$ cat src/rtl/wmas_pkg.sv
// ---------------------------------------------------------------------------
// wmas_pkg
// Types and constants shared by the word memory ALU blocks.
// ---------------------------------------------------------------------------
package wmas_pkg;

   localparam int WORD_W     = 16;
   localparam int REQ_DATA_W = 56;
   localparam int REQ_USER_W = 2;

   typedef enum logic [1:0] {
      ACT_ALU    = 2'd0,
      ACT_PUSH   = 2'd1,
      ACT_READ   = 2'd2,
      ACT_SP_RST = 2'd3
   } action_type;

   localparam logic [2:0] OP_NOOP = 3'd0;
   localparam logic [2:0] OP_ADD  = 3'd1;
   localparam logic [2:0] OP_SUB  = 3'd2;
   localparam logic [2:0] OP_MUL  = 3'd3;
   localparam logic [2:0] OP_DIV  = 3'd4;

   typedef enum logic [1:0] {
      DSEL_MAP_A = 2'd0,
      DSEL_MAP_B = 2'd1,
      DSEL_ALU   = 2'd2
   } div_sel_type;

   typedef enum logic [3:0] {
      ST_CLEAR,
      ST_IDLE,
      ST_DECODE,
      ST_MAP_A,
      ST_WAIT_A,
      ST_MAP_B,
      ST_WAIT_B,
      ST_RD_A,
      ST_RD_B,
      ST_LATCH_Y,
      ST_READ_LATCH,
      ST_EXEC,
      ST_DIV_WAIT,
      ST_WRITE,
      ST_PUSH,
      ST_FINISH
   } state_type;

   typedef struct packed {
      logic        capture;
      logic        load_ia;
      logic        load_ib;
      logic        div_start;
      div_sel_type div_sel;
      logic        rd_sel_b;
      logic        latch_x;
      logic        latch_y;
      logic        latch_read;
      logic        exec;
      logic        load_quo;
      logic        alu_wr;
      logic        push;
      logic        sp_reset;
      logic        clr_wr;
      logic        out_load;
   } cmd_type;

   typedef struct packed {
      action_type action;
      logic       pow2;
      logic       clr_last;
      logic       div_busy;
      logic       div_go;
      logic       out_busy;
   } sts_type;

endpackage

$ cat src/rtl/wmas_ctrl.sv
// ---------------------------------------------------------------------------
// wmas_ctrl
// Controller state machine sequencing one item at a time through the
// datapath.
// ---------------------------------------------------------------------------
module wmas_ctrl
   import wmas_pkg::*;
(
   input  logic    clock,
   input  logic    reset,
   input  logic    req_tvalid,
   output logic    req_tready,
   input  sts_type sts,
   output cmd_type cmd
);

   state_type state_ff, state_in;

   always_ff @(posedge clock) begin
      if (reset) begin
         state_ff <= ST_CLEAR;
      end else begin
         state_ff <= state_in;
      end
   end

   // Next state.
   always_comb begin
      state_in = state_ff;
      unique case (state_ff)
         ST_CLEAR:      if (sts.clr_last) state_in = ST_IDLE;
         ST_IDLE:       if (req_tvalid) state_in = ST_DECODE;
         ST_DECODE: begin
            unique case (sts.action)
               ACT_ALU, ACT_READ: state_in = sts.pow2 ? ST_RD_A : ST_MAP_A;
               ACT_PUSH:          state_in = ST_PUSH;
               default:           state_in = ST_FINISH;
            endcase
         end
         ST_MAP_A:      state_in = ST_WAIT_A;
         ST_WAIT_A: begin
            if (!sts.div_busy) begin
               state_in = (sts.action == ACT_ALU) ? ST_MAP_B : ST_RD_A;
            end
         end
         ST_MAP_B:      state_in = ST_WAIT_B;
         ST_WAIT_B:     if (!sts.div_busy) state_in = ST_RD_A;
         ST_RD_A:       state_in = (sts.action == ACT_ALU) ? ST_RD_B : ST_READ_LATCH;
         ST_RD_B:       state_in = ST_LATCH_Y;
         ST_LATCH_Y:    state_in = ST_EXEC;
         ST_READ_LATCH: state_in = ST_FINISH;
         ST_EXEC:       state_in = sts.div_go ? ST_DIV_WAIT : ST_WRITE;
         ST_DIV_WAIT:   if (!sts.div_busy) state_in = ST_WRITE;
         ST_WRITE:      state_in = ST_FINISH;
         ST_PUSH:       state_in = ST_FINISH;
         ST_FINISH:     if (!sts.out_busy) state_in = ST_IDLE;
         default:       state_in = ST_CLEAR;
      endcase
   end

   // Commands.
   always_comb begin
      cmd         = '0;
      cmd.div_sel = DSEL_ALU;
      req_tready  = 1'b0;
      unique case (state_ff)
         ST_CLEAR: cmd.clr_wr = 1'b1;
         ST_IDLE: begin
            req_tready  = 1'b1;
            cmd.capture = req_tvalid;
         end
         ST_DECODE: begin
            cmd.load_ia  = sts.pow2;
            cmd.load_ib  = sts.pow2;
            cmd.sp_reset = (sts.action == ACT_SP_RST);
         end
         ST_MAP_A:      cmd.div_sel = DSEL_MAP_A;
         ST_WAIT_A:     cmd.load_ia = !sts.div_busy;
         ST_MAP_B:      cmd.div_sel = DSEL_MAP_B;
         ST_WAIT_B:     cmd.load_ib = !sts.div_busy;
         ST_RD_A:       cmd.rd_sel_b = 1'b0;
         ST_RD_B: begin
            cmd.rd_sel_b = 1'b1;
            cmd.latch_x  = 1'b1;
         end
         ST_LATCH_Y:    cmd.latch_y = 1'b1;
         ST_READ_LATCH: cmd.latch_read = 1'b1;
         ST_EXEC: begin
            cmd.exec      = 1'b1;
            cmd.div_start = sts.div_go;
         end
         ST_DIV_WAIT:   cmd.load_quo = !sts.div_busy;
         ST_WRITE:      cmd.alu_wr = 1'b1;
         ST_PUSH:       cmd.push = 1'b1;
         ST_FINISH:     cmd.out_load = !sts.out_busy;
         default:       cmd.div_sel = DSEL_ALU;
      endcase
   end

endmodule

$ cat config.mk
export PLATFORM = sky130hd
export DESIGN_NAME = wmas_ctrl
export DESIGN_NICKNAME = d
export VERILOG_FILES = /design/src/rtl/wmas_pkg.sv /design/src/rtl/wmas_ctrl.sv
export SDC_FILE = /design/constraint.sdc
export NUM_CORES = 1
export LEC_CHECK = 0
export BUFFER_PORTS_ARGS = -buffer_cell sky130_fd_sc_hd__buf_2
export CELL_PAD_IN_SITES_DETAIL_PLACEMENT = 1
export CELL_PAD_IN_SITES_GLOBAL_PLACEMENT = 2
export CORE_MARGIN = 1.5
export CORE_UTILIZATION = 21
export DETAILED_ROUTE_END_ITERATION = 7
export PLACE_DENSITY = 0.84
export SETUP_SLACK_MARGIN = 0.5
export SLEW_MARGIN = 20
export SYNTH_ARGS = -nofsm -noshare
export SYNTH_HDL_FRONTEND = slang
export SYNTH_SLANG_ARGS = --single-unit
$ cat constraint.sdc
create_clock -name clock -period 1.4 [get_ports clock]
set_input_delay 0.14 -clock clock [delete_from_list [all_inputs] [get_ports clock]]
set_output_delay 0.14 -clock clock [all_outputs]
set_load 0.03 [all_outputs]
Yosys cells after proc, flatten, opt, wreduce, memory -nomap -nowiden

Index checks and enable logic that the tools add are counted.

Equality and inequality tests: 24
Multiplexer cells: 28
Reductions and logical operators: 7

Operator list:

| operator           | number |
|---|---|
| $pmux 4 s14        | 1 |
| $eq 4x4->1 const B | 8 |
| $mux 4             | 6 |
| $eq 4x3->1 const B | 4 |
| $mux 1             | 14 |
| $ne 2x2->1 const B | 6 |
| $eq 4x2->1 const B | 2 |
| $pmux 4 s2         | 1 |
| $reduce_and 6->1   | 1 |
| $eq 2x2->1 const B | 2 |
| $eq 4x1->1 const B | 1 |
| $logic_not 4->1    | 1 |
| $mux 2             | 2 |
| $pmux 1 s2         | 2 |
| $pmux 2 s2         | 1 |
| $mux 3             | 1 |
| $reduce_or 3->1    | 1 |
| $eq 2x1->1 const B | 1 |
| $logic_not 1->1    | 2 |
| $logic_not 2->1    | 1 |
| $reduce_or 2->1    | 1 |

Flip-flop bits (word level): 4
Bits of input ports: 10
Word-level logic and storage cells: 60

Depth between registers and ports, before layout

Gate-level depths: netlist (run 1).

Depth in word-level cells: 4
Depth in mapped cells: 6
Mapped depth without buffers: 4

Least setup slack after synthesis (run 1)

OpenSTA, ideal clock, no wires.

Path type: flip-flop to output port
Start point: register state_ff[1]
End point: output cmd[16] (netlist name)
Arrival: 1.759 ns
Path slack: -0.499 ns
Stages on the path, launching flop included: 5
Buffers on the path: 2
Path through: dfxtp_1 > buf_2 > buf_2 > nor3_1 > and2_1

RTL lines:

| element                | RTL line        | text |
|---|---|---|
| from (decl)            | wmas_ctrl.sv:17 | `state_type state_ff, state_in;` |
| from (signal assigned) | wmas_ctrl.sv:23 | `state_ff <= state_in;` |
| to (decl)              | wmas_ctrl.sv:14 | `output cmd_type cmd` |

==> results.py, run 1 <==
metrics = {
    "outcome": {
        "status": "finished with violations",
        "violations": "setup timing",
    },
    "placement": {
        "place.gp.congestion": 0.739,
        "dpl_cell_area_um2": 927,
        "hpwl_um": 1610,
        "io_buffer_count": 27,
    },
    "layout": {
        "drive_gt1_frac": 0.719,
        "syn_to_final_growth_pct": 151,
        "n_antenna_cell": 0,
        "largest_register_ffs": 4,
        "regMostFlops": "state_ff",
        "final_common_cell": "buf_6",
        "biggestRegsByFlops": "state_ff: 4 flops",
        "fin_nets": 140,
        "nFillCells": 283,
        "mostFrequentLayoutCells": "buf_6, buf_4, buf_2",
        "fin_area_mm2": 0.00133,
        "postLayoutCoreUtil": 0.547,
    },
    "routing": {
        "wl_met1_um": 1120,
        "final_antenna_net_count": 0,
        "met2WireLength_um": 1530,
        "routed_wl_um": 2830,
        "drtIter0Drc": 2,
        "highest_layer": "met4",
        "avgRoutedWirePerCell_um": 17.9,
        "firstDrtPassIters": 5,
        "vias": 823,
        "vias_per_cell": 5.21,
        "met3_length_um": 93,
        "drc_errors": 0,
    },
    "clock_tree": {
        "cts_made_buffers": 3,
        "cts_max_path_buffers": 2,
        "cts_tree": "yes",
        "postCtsHoldBufs": 0,
        "clock_latency_ps": 260,
        "cts-root-buf": "clkbuf_4",
        "htree_levels": 1,
        "path_clk_slew_ps": 40,
        "cts.sinks": 4,
    },
    "power_and_ir_drop": {
        "p_per_area_mw_per_mm2": 1880,
        "vdd.ir_drop.worst_v": 0.00108,
        "power_w": 0.00249,
        "p_leak_nw": 0.537,
    },
    "global_routing": {
        "track_usage": 0.204,
        "antenna_found_initial": 0,
        "grt_pass1_vias": 860,
        "grt_overflow": 0,
        "grt_pass1_wl_um": 4080,
        "grt_max_degree": 11,
    },
    "worst_setup_path": {
        "arrival_ps": 1310,
        "crit_fanout": 9,
        "cp.required_ps": 1260,
        "worstSetupPathType": "reg2out",
        "critPathCaptureType": "output pin",
        "critPathLaunchType": "flop",
    },
    "logic_synthesis": {
        "yosys_warnings": 0,
        "synth_top_family_by_area": "simple AND/OR/NAND/NOR gates",
        "synth_nets": 93,
        "synth_xor_area_frac": 0.0165,
        "synthMuxAreaShare": 0.0378,
        "ys_seq_area_frac": 0.151,
        "synth_fa_ha_area_frac": 0,
        "synth-compound-area-share": 0.279,
        "yosys.area_share.simple": 0.388,
        "synth_cell_types": 32,
        "synthCells": 83,
        "synth_area_um2": 529,
        "syn_avg_cell_area_um2": 6.38,
        "ys_ff_latch": 4,
    },
    "sta": {
        "tightest_slew_ps": 331,
        "timing.fmax_mhz": 689,
        "rsz0062_at_grt": "true",
        "setup_ws_ps": -50.8,
        "clock_skew_ps": 9.29,
        "maxSlewHeadroom": 0.779,
        "hold_viol": 0,
        "fin_crit_ps": 1450,
        "whs_ps": 109,
        "final.period_utilization": 1.04,
        "slew_viol_final": 0,
        "setup_viol": 11,
    },
    "worst_hold_path": {
        "hold_class": "in2reg",
    },
    "floorplanning": {
        "die_h_um": 53.2,
        "core_area_mm2": 0.00243,
        "rows": 18,
        "die_w_um": 53.2,
        "io_pins": 28,
        "start_util": 0.218,
        "die_area_mm2": 0.00283,
    },
    "run": {
        "cap_violations": 0,
    },
}
[metal layers]
metal | up-vias | GRT usage
met1 | 400 | 0.233
met5 | - | 0
li1 | 388 | -
met4 | 0 | 0.107
met3 | 8 | 0.0198
met2 | 27 | 0.368
[synth_stat cells, drive strengths merged]
cell / number / area (um^2)
o21ai: 4 / 20.0
o311ai: 1 / 8.76
nand3: 2 / 10.0
dfxtp: 4 / 80.1
or3: 1 / 6.26
nand2: 11 / 43.8
o221a: 1 / 11.3
nor4b: 1 / 8.76
nand4: 1 / 6.26
nand2b: 4 / 25.0
o211ai: 1 / 7.51
a2111oi: 1 / 8.76
nor4: 2 / 12.5
o22ai: 2 / 12.5
a31oi: 2 / 12.5
o41ai: 1 / 8.76
and2: 2 / 12.5
nor2: 8 / 30.0
nor3: 10 / 50.1
buf: 9 / 52.6
xor2: 1 / 8.76
o21bai: 1 / 7.51
mux2i: 2 / 20.0
a21oi: 4 / 23.8
a211o: 3 / 26.3
inv: 4 / 15.0
[final cells by class]
class / instances / area (um^2) / area share
clock buffer: 3 / 22.5 / 0.0169
inverter: 4 / 21.3 / 0.0160
multi-input combinational: 66 / 633 / 0.476
sequential: 4 / 92.6 / 0.0696
tap: 30 / 37.5 / 0.0282
timing repair buffer: 51 / 523 / 0.393
[cells by family after synthesis]
family | count (synthesis)
AO/OA/AOI/OAI | 21
flip-flops | 4
multiplexers | 2
XOR/XNOR | 1
buffers and inverters | 13
AND/OR/NAND/NOR | 42
[repair_timing]
action                                  CTS  global route
resized for setup                        47            15
pin swaps                                 8             7
endpoints found under the setup margin   22            22
buffers inserted                          9             7
gates cloned                              1             0
endpoints found under the hold margin     0             0
[critical path, stage by stage (launching register included)]
cell     delay (ps)
dfxtp_2         340
buf_12          140
buf_12          140
nor4_4          270
buf_6           160
[per-stage QoR]
| stage | std cells | setup TNS, ps | setup slack (ps) |
|---|---|---|---|
| final | 158 | -400 | -50.8 |
| after global routing | 158 | -917 | -103 |
| after CTS | 151 | -322 | -48.5 |
| after detailed placement | 138 | 0 | 8.66 |
| after global placement | 138 | 0 | 50.5 |
| after floorplan | 83 | 0 | 68.5 |
[final timing paths]
check / from / end / slack (ps) / depth (start not counted)
max reg2reg: state_ff[3]$_SDFFE_PP0P_ / state_ff[0]$_SDFFE_PP0P_ / -40 / 5
min: reset / state_ff[1]$_SDFFE_PP0P_ / 110 / 2
min reg2reg: state_ff[3]$_SDFFE_PP0P_ / state_ff[3]$_SDFFE_PP0P_ / 700 / 2
max: state_ff[0]$_SDFFE_PP0P_ / cmd[2] / -50 / 4
[report_power, final]
group / switching [W] / internal (W)
Clock: 0.0000658 / 0.0000971
Combinational: 0.00104 / 0.000998
Sequential: 0.000114 / 0.000176
Total: 0.00122 / 0.00127
Note: power is estimated with default switching activity, not from simulation.
==> run 2: changes to the inputs <==
--- a/config.mk
+++ b/config.mk
@@ -9,9 +9,9 @@
 export CELL_PAD_IN_SITES_DETAIL_PLACEMENT = 1
 export CELL_PAD_IN_SITES_GLOBAL_PLACEMENT = 2
 export CORE_MARGIN = 1.5
-export CORE_UTILIZATION = 21
+export CORE_UTILIZATION = 22
 export DETAILED_ROUTE_END_ITERATION = 7
-export PLACE_DENSITY = 0.84
+export PLACE_DENSITY = 0.87
 export SETUP_SLACK_MARGIN = 0.5
 export SLEW_MARGIN = 20
 export SYNTH_ARGS = -nofsm -noshare
==> constraint.sdc (replaced) <==
create_clock -name clock -period 1.69 [get_ports clock]
set_input_delay 0.169 -clock clock [delete_from_list [all_inputs] [get_ports clock]]
set_output_delay 0.169 -clock clock [all_outputs]
set_load 0.03 [all_outputs]
==> run 2 against run 1 <==
The run now ends clean. Clock skew is 8.3 ps lower. Critical path depth is the same. Combinational power shrank 26%. Power fell by 24%. First-iteration DRC count grew to 11 times the previous value. Final area fell by 5.6%. Register-to-register slack improved by 390 ps. Final cell count is 1.9% lower. Largest cell class unchanged.
==> results.py, run 2 (synthesized netlist as in run 1, its figures left out) <==
metrics = {
    "floorplanning": {
        "io_pins": 28,
        "core_area_mm2": 0.00223,
        "rows": 17,
        "start_util": 0.237,
        "die_w_um": 52.1,
        "die_h_um": 52.1,
        "die_area_mm2": 0.00271,
    },
    "clock_tree": {
        "path_clk_slew_ps": 40,
        "cts_made_buffers": 3,
        "cts_tree": "yes",
        "postCtsHoldBufs": 0,
        "clock_latency_ps": 230,
        "cts_max_path_buffers": 2,
        "cts-root-buf": "clkbuf_4",
        "cts.sinks": 4,
        "htree_levels": 1,
    },
    "worst_setup_path": {
        "slowest_delay_ps": 380,
        "critPathLaunchType": "flop",
        "r2r-end": "state_ff[0]$_SDFFE_PP0P_",
        "crit_fanout": 10,
        "rrSetupSlack_ps": 350,
        "worstSetupPathType": "reg2out",
        "path_cells": "nand2b_4, nor3_4, and2_4, buf_4",
        "cp.required_ps": 1520,
        "cp_slowest_cell": "dfxtp_4",
        "arrival_ps": 1280,
        "r2r-start": "state_ff[2]$_SDFFE_PP0P_",
        "r2r_cells": 4,
        "critPathCaptureType": "output pin",
    },
    "placement": {
        "hpwl_um": 1630,
        "place.gp.congestion": 0.851,
        "dpl_cell_area_um2": 870,
        "dp_slack_ps": 226,
        "io_buffer_count": 27,
    },
    "layout": {
        "biggestRegsByFlops": "state_ff: 4 flops",
        "n_antenna_cell": 0,
        "nFillCells": 261,
        "regMostFlops": "state_ff",
        "final_common_cell": "buf_6",
        "mostFrequentLayoutCells": "buf_6, buf_4, buf_2",
        "postLayoutCoreUtil": 0.562,
        "drive_gt1_frac": 0.709,
        "syn_to_final_growth_pct": 137,
        "fin_nets": 139,
        "largest_register_ffs": 4,
        "fin_area_mm2": 0.00126,
    },
    "global_routing": {
        "track_usage": 0.189,
        "grt_pass1_vias": 758,
        "grt_pass1_wl_um": 3750,
        "antenna_found_initial": 0,
        "grt_max_degree": 12,
        "grt_overflow": 0,
    },
    "routing": {
        "drc_errors": 0,
        "avgRoutedWirePerCell_um": 16.9,
        "routed_wl_um": 2620,
        "final_antenna_net_count": 0,
        "vias": 835,
        "firstDrtPassIters": 4,
        "drtIter0Drc": 22,
        "vias_per_cell": 5.39,
    },
    "sta": {
        "setup_viol": 0,
        "hold_viol": 0,
        "finalSetupTns_ps": 0,
        "timing.fmax_mhz": 688,
        "slew_viol_final": 0,
        "tightest_slew_ps": 419,
        "clock_skew_ps": 1.02,
        "fin_crit_ps": 1450,
        "setup_ws_ps": 237,
        "rsz0062_at_grt": "true",
        "maxSlewHeadroom": 0.713,
        "final.period_utilization": 0.860,
    },
    "run": {
        "cap_violations": 0,
    },
    "worst_hold_path": {
        "hold_depth": 2,
        "hp-start": "reset",
        "hold_class": "in2reg",
        "whs_endpoint": "state_ff[1]$_SDFFE_PP0P_",
    },
    "power_and_ir_drop": {
        "p_leak_nw": 0.507,
        "p_per_area_mw_per_mm2": 1500,
        "vdd.ir_drop.worst_v": 0.000737,
    },
    "outcome": {
        "status": "completed",
    },
}
run 2: cell count changes in the layout (fill, tap and decap cells not counted), sizes merged:
cell,before,now
inv,3,4
bufbuf,1,0
clkinvlp,1,0
run 2: report_power, final:
group | switching [W] | leakage [nW] | internal [W]
Combinational | 0.000796 | 0.458 | 0.000700
Clock | 0.0000422 | 0.0138 | 0.0000797
Sequential | 0.000121 | 0.0356 | 0.000151
Total | 0.000960 | 0.507 | 0.000931
run 2: worst max path at each step:
stage                          endpoint                startpoint  cells after the start
2_1_floorplan                   cmd[16]  state_ff[3]$_SDFFE_PP0P_                      4
3_3_place_gp   state_ff[2]$_SDFFE_PP0P_  state_ff[0]$_SDFFE_PP0P_                      5
3_5_place_dp   state_ff[3]$_SDFFE_PP0P_  state_ff[3]$_SDFFE_PP0P_                      4
4_1_cts                         cmd[16]  state_ff[2]$_SDFFE_PP0P_                      4
5_1_grt                         cmd[16]  state_ff[2]$_SDFFE_PP0P_                      4
6_report                        cmd[16]  state_ff[2]$_SDFFE_PP0P_                      4
run 2: critical path, delay by kind of cell, from the launching register on:
| kind | cells | cell delay (ps) |
|---|---|---|
| buf+inv | 1 | 140 |
| flops | 1 | 380 |
| simple gates | 3 | 520 |
run 2: cell type report:
class	instances	area, um^2	area share
inverters	4	22.5	0.0179
well taps	28	35.0	0.0279
clock buffers	3	22.5	0.0179
flip-flops and latches	4	95.1	0.0757
multi-input cells	66	636	0.506
repair buffers	50	445	0.355
run 2: per-layer routing:
metal,global-route usage,up-vias,part of all wire
met5,0,-,0
met3,0.0172,4,0.038
met1,0.233,406,0.41
li1,-,396,-
met4,0.0570,0,0.014
met2,0.342,29,0.54
run 2: what timing repair did:
action                                 4_1_cts  5_1_grt
pin swaps                                    4        8
gates cloned                                 0        0
gates resized for setup                     49       19
setup endpoints to repair                   22       22
endpoints found under the hold margin        0        0
buffers inserted                             5       10
run 2: stage by stage:
step                total power [W]  cells  hold slack [ps]
CTS                         0.00160    145              160
finish                      0.00189    155              164
global placement            0.00124    137              400
global route                0.00200    155              166
floorplan                   0.00114     83              241
detailed placement          0.00125    137              403
==> run 3: changes to the inputs <==
--- a/config.mk
+++ b/config.mk
@@ -6,12 +6,12 @@
 export NUM_CORES = 1
 export LEC_CHECK = 0
 export BUFFER_PORTS_ARGS = -buffer_cell sky130_fd_sc_hd__buf_2
-export CELL_PAD_IN_SITES_DETAIL_PLACEMENT = 1
-export CELL_PAD_IN_SITES_GLOBAL_PLACEMENT = 2
+export CELL_PAD_IN_SITES_DETAIL_PLACEMENT = 0
+export CELL_PAD_IN_SITES_GLOBAL_PLACEMENT = 1
 export CORE_MARGIN = 1.5
-export CORE_UTILIZATION = 22
+export CORE_UTILIZATION = 30
 export DETAILED_ROUTE_END_ITERATION = 7
-export PLACE_DENSITY = 0.87
+export PLACE_DENSITY = 0.88
 export SETUP_SLACK_MARGIN = 0.5
 export SLEW_MARGIN = 20
 export SYNTH_ARGS = -nofsm -noshare
==> run 3 against run 2 <==
Sequential power decreased by 9.6%. Flip-flop and latch count unchanged. Critical path depth unchanged. Sequential share of layout area about the same. Global-route usage increased by 5.0 points. Combinational power increased by 7%. Core utilization increased by 23 points. Die area decreased by 25%. Clock skew increased by 8.7 ps. First-iteration DRC count decreased by 18%. Critical path type unchanged.
==> results.py, run 3 (synthesized netlist as in run 1, its figures left out) <==
metrics = {
    "clock_tree": {
        "clock_latency_ps": 250,
        "cts_made_buffers": 3,
        "htree_levels": 1,
        "postCtsHoldBufs": 0,
        "path_clk_slew_ps": 50,
        "cts-root-buf": "clkbuf_4",
        "cts_max_path_buffers": 2,
        "cts.sinks": 4,
        "cts_tree": "yes",
    },
    "layout": {
        "mostFrequentLayoutCells": "buf_6, buf_2, buf_4",
        "drive_gt1_frac": 0.685,
        "regMostFlops": "state_ff",
        "fin_nets": 139,
        "n_antenna_cell": 0,
        "final_common_cell": "buf_6",
        "postLayoutCoreUtil": 0.794,
        "syn_to_final_growth_pct": 136,
        "biggestRegsByFlops": "state_ff: 4 flops",
        "largest_register_ffs": 4,
    },
    "sta": {
        "maxSlewHeadroom": 0.823,
        "finalSetupTns_ps": 0,
        "clock_skew_ps": 9.74,
        "setup_ws_ps": 233,
        "final.period_utilization": 0.862,
        "slew_viol_final": 0,
        "tightest_slew_ps": 258,
        "rsz0062_at_grt": "true",
        "timing.fmax_mhz": 686,
        "setup_viol": 0,
        "hold_viol": 0,
        "fin_crit_ps": 1460,
    },
    "power_and_ir_drop": {
        "p_leak_nw": 0.516,
        "vdd.ir_drop.worst_v": 0.000993,
        "p_per_area_mw_per_mm2": 1580,
        "power_w": 0.00198,
    },
    "placement": {
        "io_buffer_count": 27,
        "hpwl_um": 1310,
        "dp_slack_ps": 268,
        "place.gp.congestion": 0.881,
    },
    "routing": {
        "drc_errors": 0,
        "final_antenna_net_count": 0,
        "vias_per_cell": 5.85,
        "routed_wl_um": 2300,
        "firstDrtPassIters": 4,
        "drtIter0Drc": 18,
        "vias": 836,
        "avgRoutedWirePerCell_um": 16.1,
    },
    "worst_setup_path": {
        "cp.required_ps": 1520,
        "critPathLaunchType": "flop",
        "arrival_ps": 1290,
        "critPathCaptureType": "output pin",
        "crit_fanout": 7,
        "worstSetupPathType": "reg2out",
    },
    "floorplanning": {
        "rows": 14,
        "io_pins": 28,
        "die_area_mm2": 0.00203,
        "core_area_mm2": 0.00158,
        "die_w_um": 45,
        "start_util": 0.336,
        "die_h_um": 45,
    },
    "run": {
        "cap_violations": 0,
    },
    "global_routing": {
        "track_usage": 0.239,
        "grt_pass1_vias": 741,
        "grt_overflow": 0,
        "grt_max_degree": 11,
        "antenna_found_initial": 0,
        "grt_pass1_wl_um": 3540,
    },
    "worst_hold_path": {
        "hold_class": "in2reg",
    },
    "outcome": {
        "status": "completed",
    },
}
run 3: changes by cell type in the layout (fill, tap and decap cells not counted), sizes merged:
| cell | delta |
|---|---|
| buf | -1 |
| clkbuf | +1 |
run 3: worst paths after layout:
| kind | start | end | slack, ps | cells after the start |
|---|---|---|---|---|
| max | state_ff[1]$_SDFFE_PP0P_ | cmd[10] | 230 | 4 |
| min | reset | state_ff[1]$_SDFFE_PP0P_ | 150 | 2 |
| max reg2reg | state_ff[2]$_SDFFE_PP0P_ | state_ff[0]$_SDFFE_PP0P_ | 280 | 5 |
| min reg2reg | state_ff[3]$_SDFFE_PP0P_ | state_ff[3]$_SDFFE_PP0P_ | 690 | 3 |
run 3: area by class of cell:
type / count / area (um^2)
tap: 16 / 20.0
clock buffer: 3 / 22.5
timing repair buffer: 50 / 497
fill: 96 / 325
inverter: 4 / 22.5
multi-input combinational: 66 / 594
sequential: 4 / 95.1
run 3: where the power goes:
group          switching, W  total, W  internal (W)
logic              0.000809   0.00161      0.000799
clock network     0.0000482  0.000128     0.0000801
registers         0.0000953  0.000246      0.000150
run 3: critical path, cell delays in order, from the launching register on:
cell      delay, ps
dfxtp_4         370
buf_6           140
nand2b_4        190
nor3_4          170
buf_6           160
run 3: through the flow:
step	hold slack (ps)	area, um^2	std cells
2_1_floorplan	241	761	83
6_report	152	1250	143
5_1_grt	151	1250	143
3_3_place_gp	394	840	123
3_5_place_dp	395	840	123
4_1_cts	138	1160	140
run 3: routing by layer:
metal  GRT usage  up-vias  share of wire
li1            -      395              -
met5           0        -              0
met1       0.311      408           0.43
met4      0.0706        0         0.0056
met3      0.0360        3          0.035
met2       0.406       30           0.53
run 3: timing repair:
item	CTS	global route
cloned	1	1
setup endpoints to repair	22	22
pin swaps	4	6
setup buffers	13	2
endpoints found under the hold margin	0	0
gates resized for setup	55	15
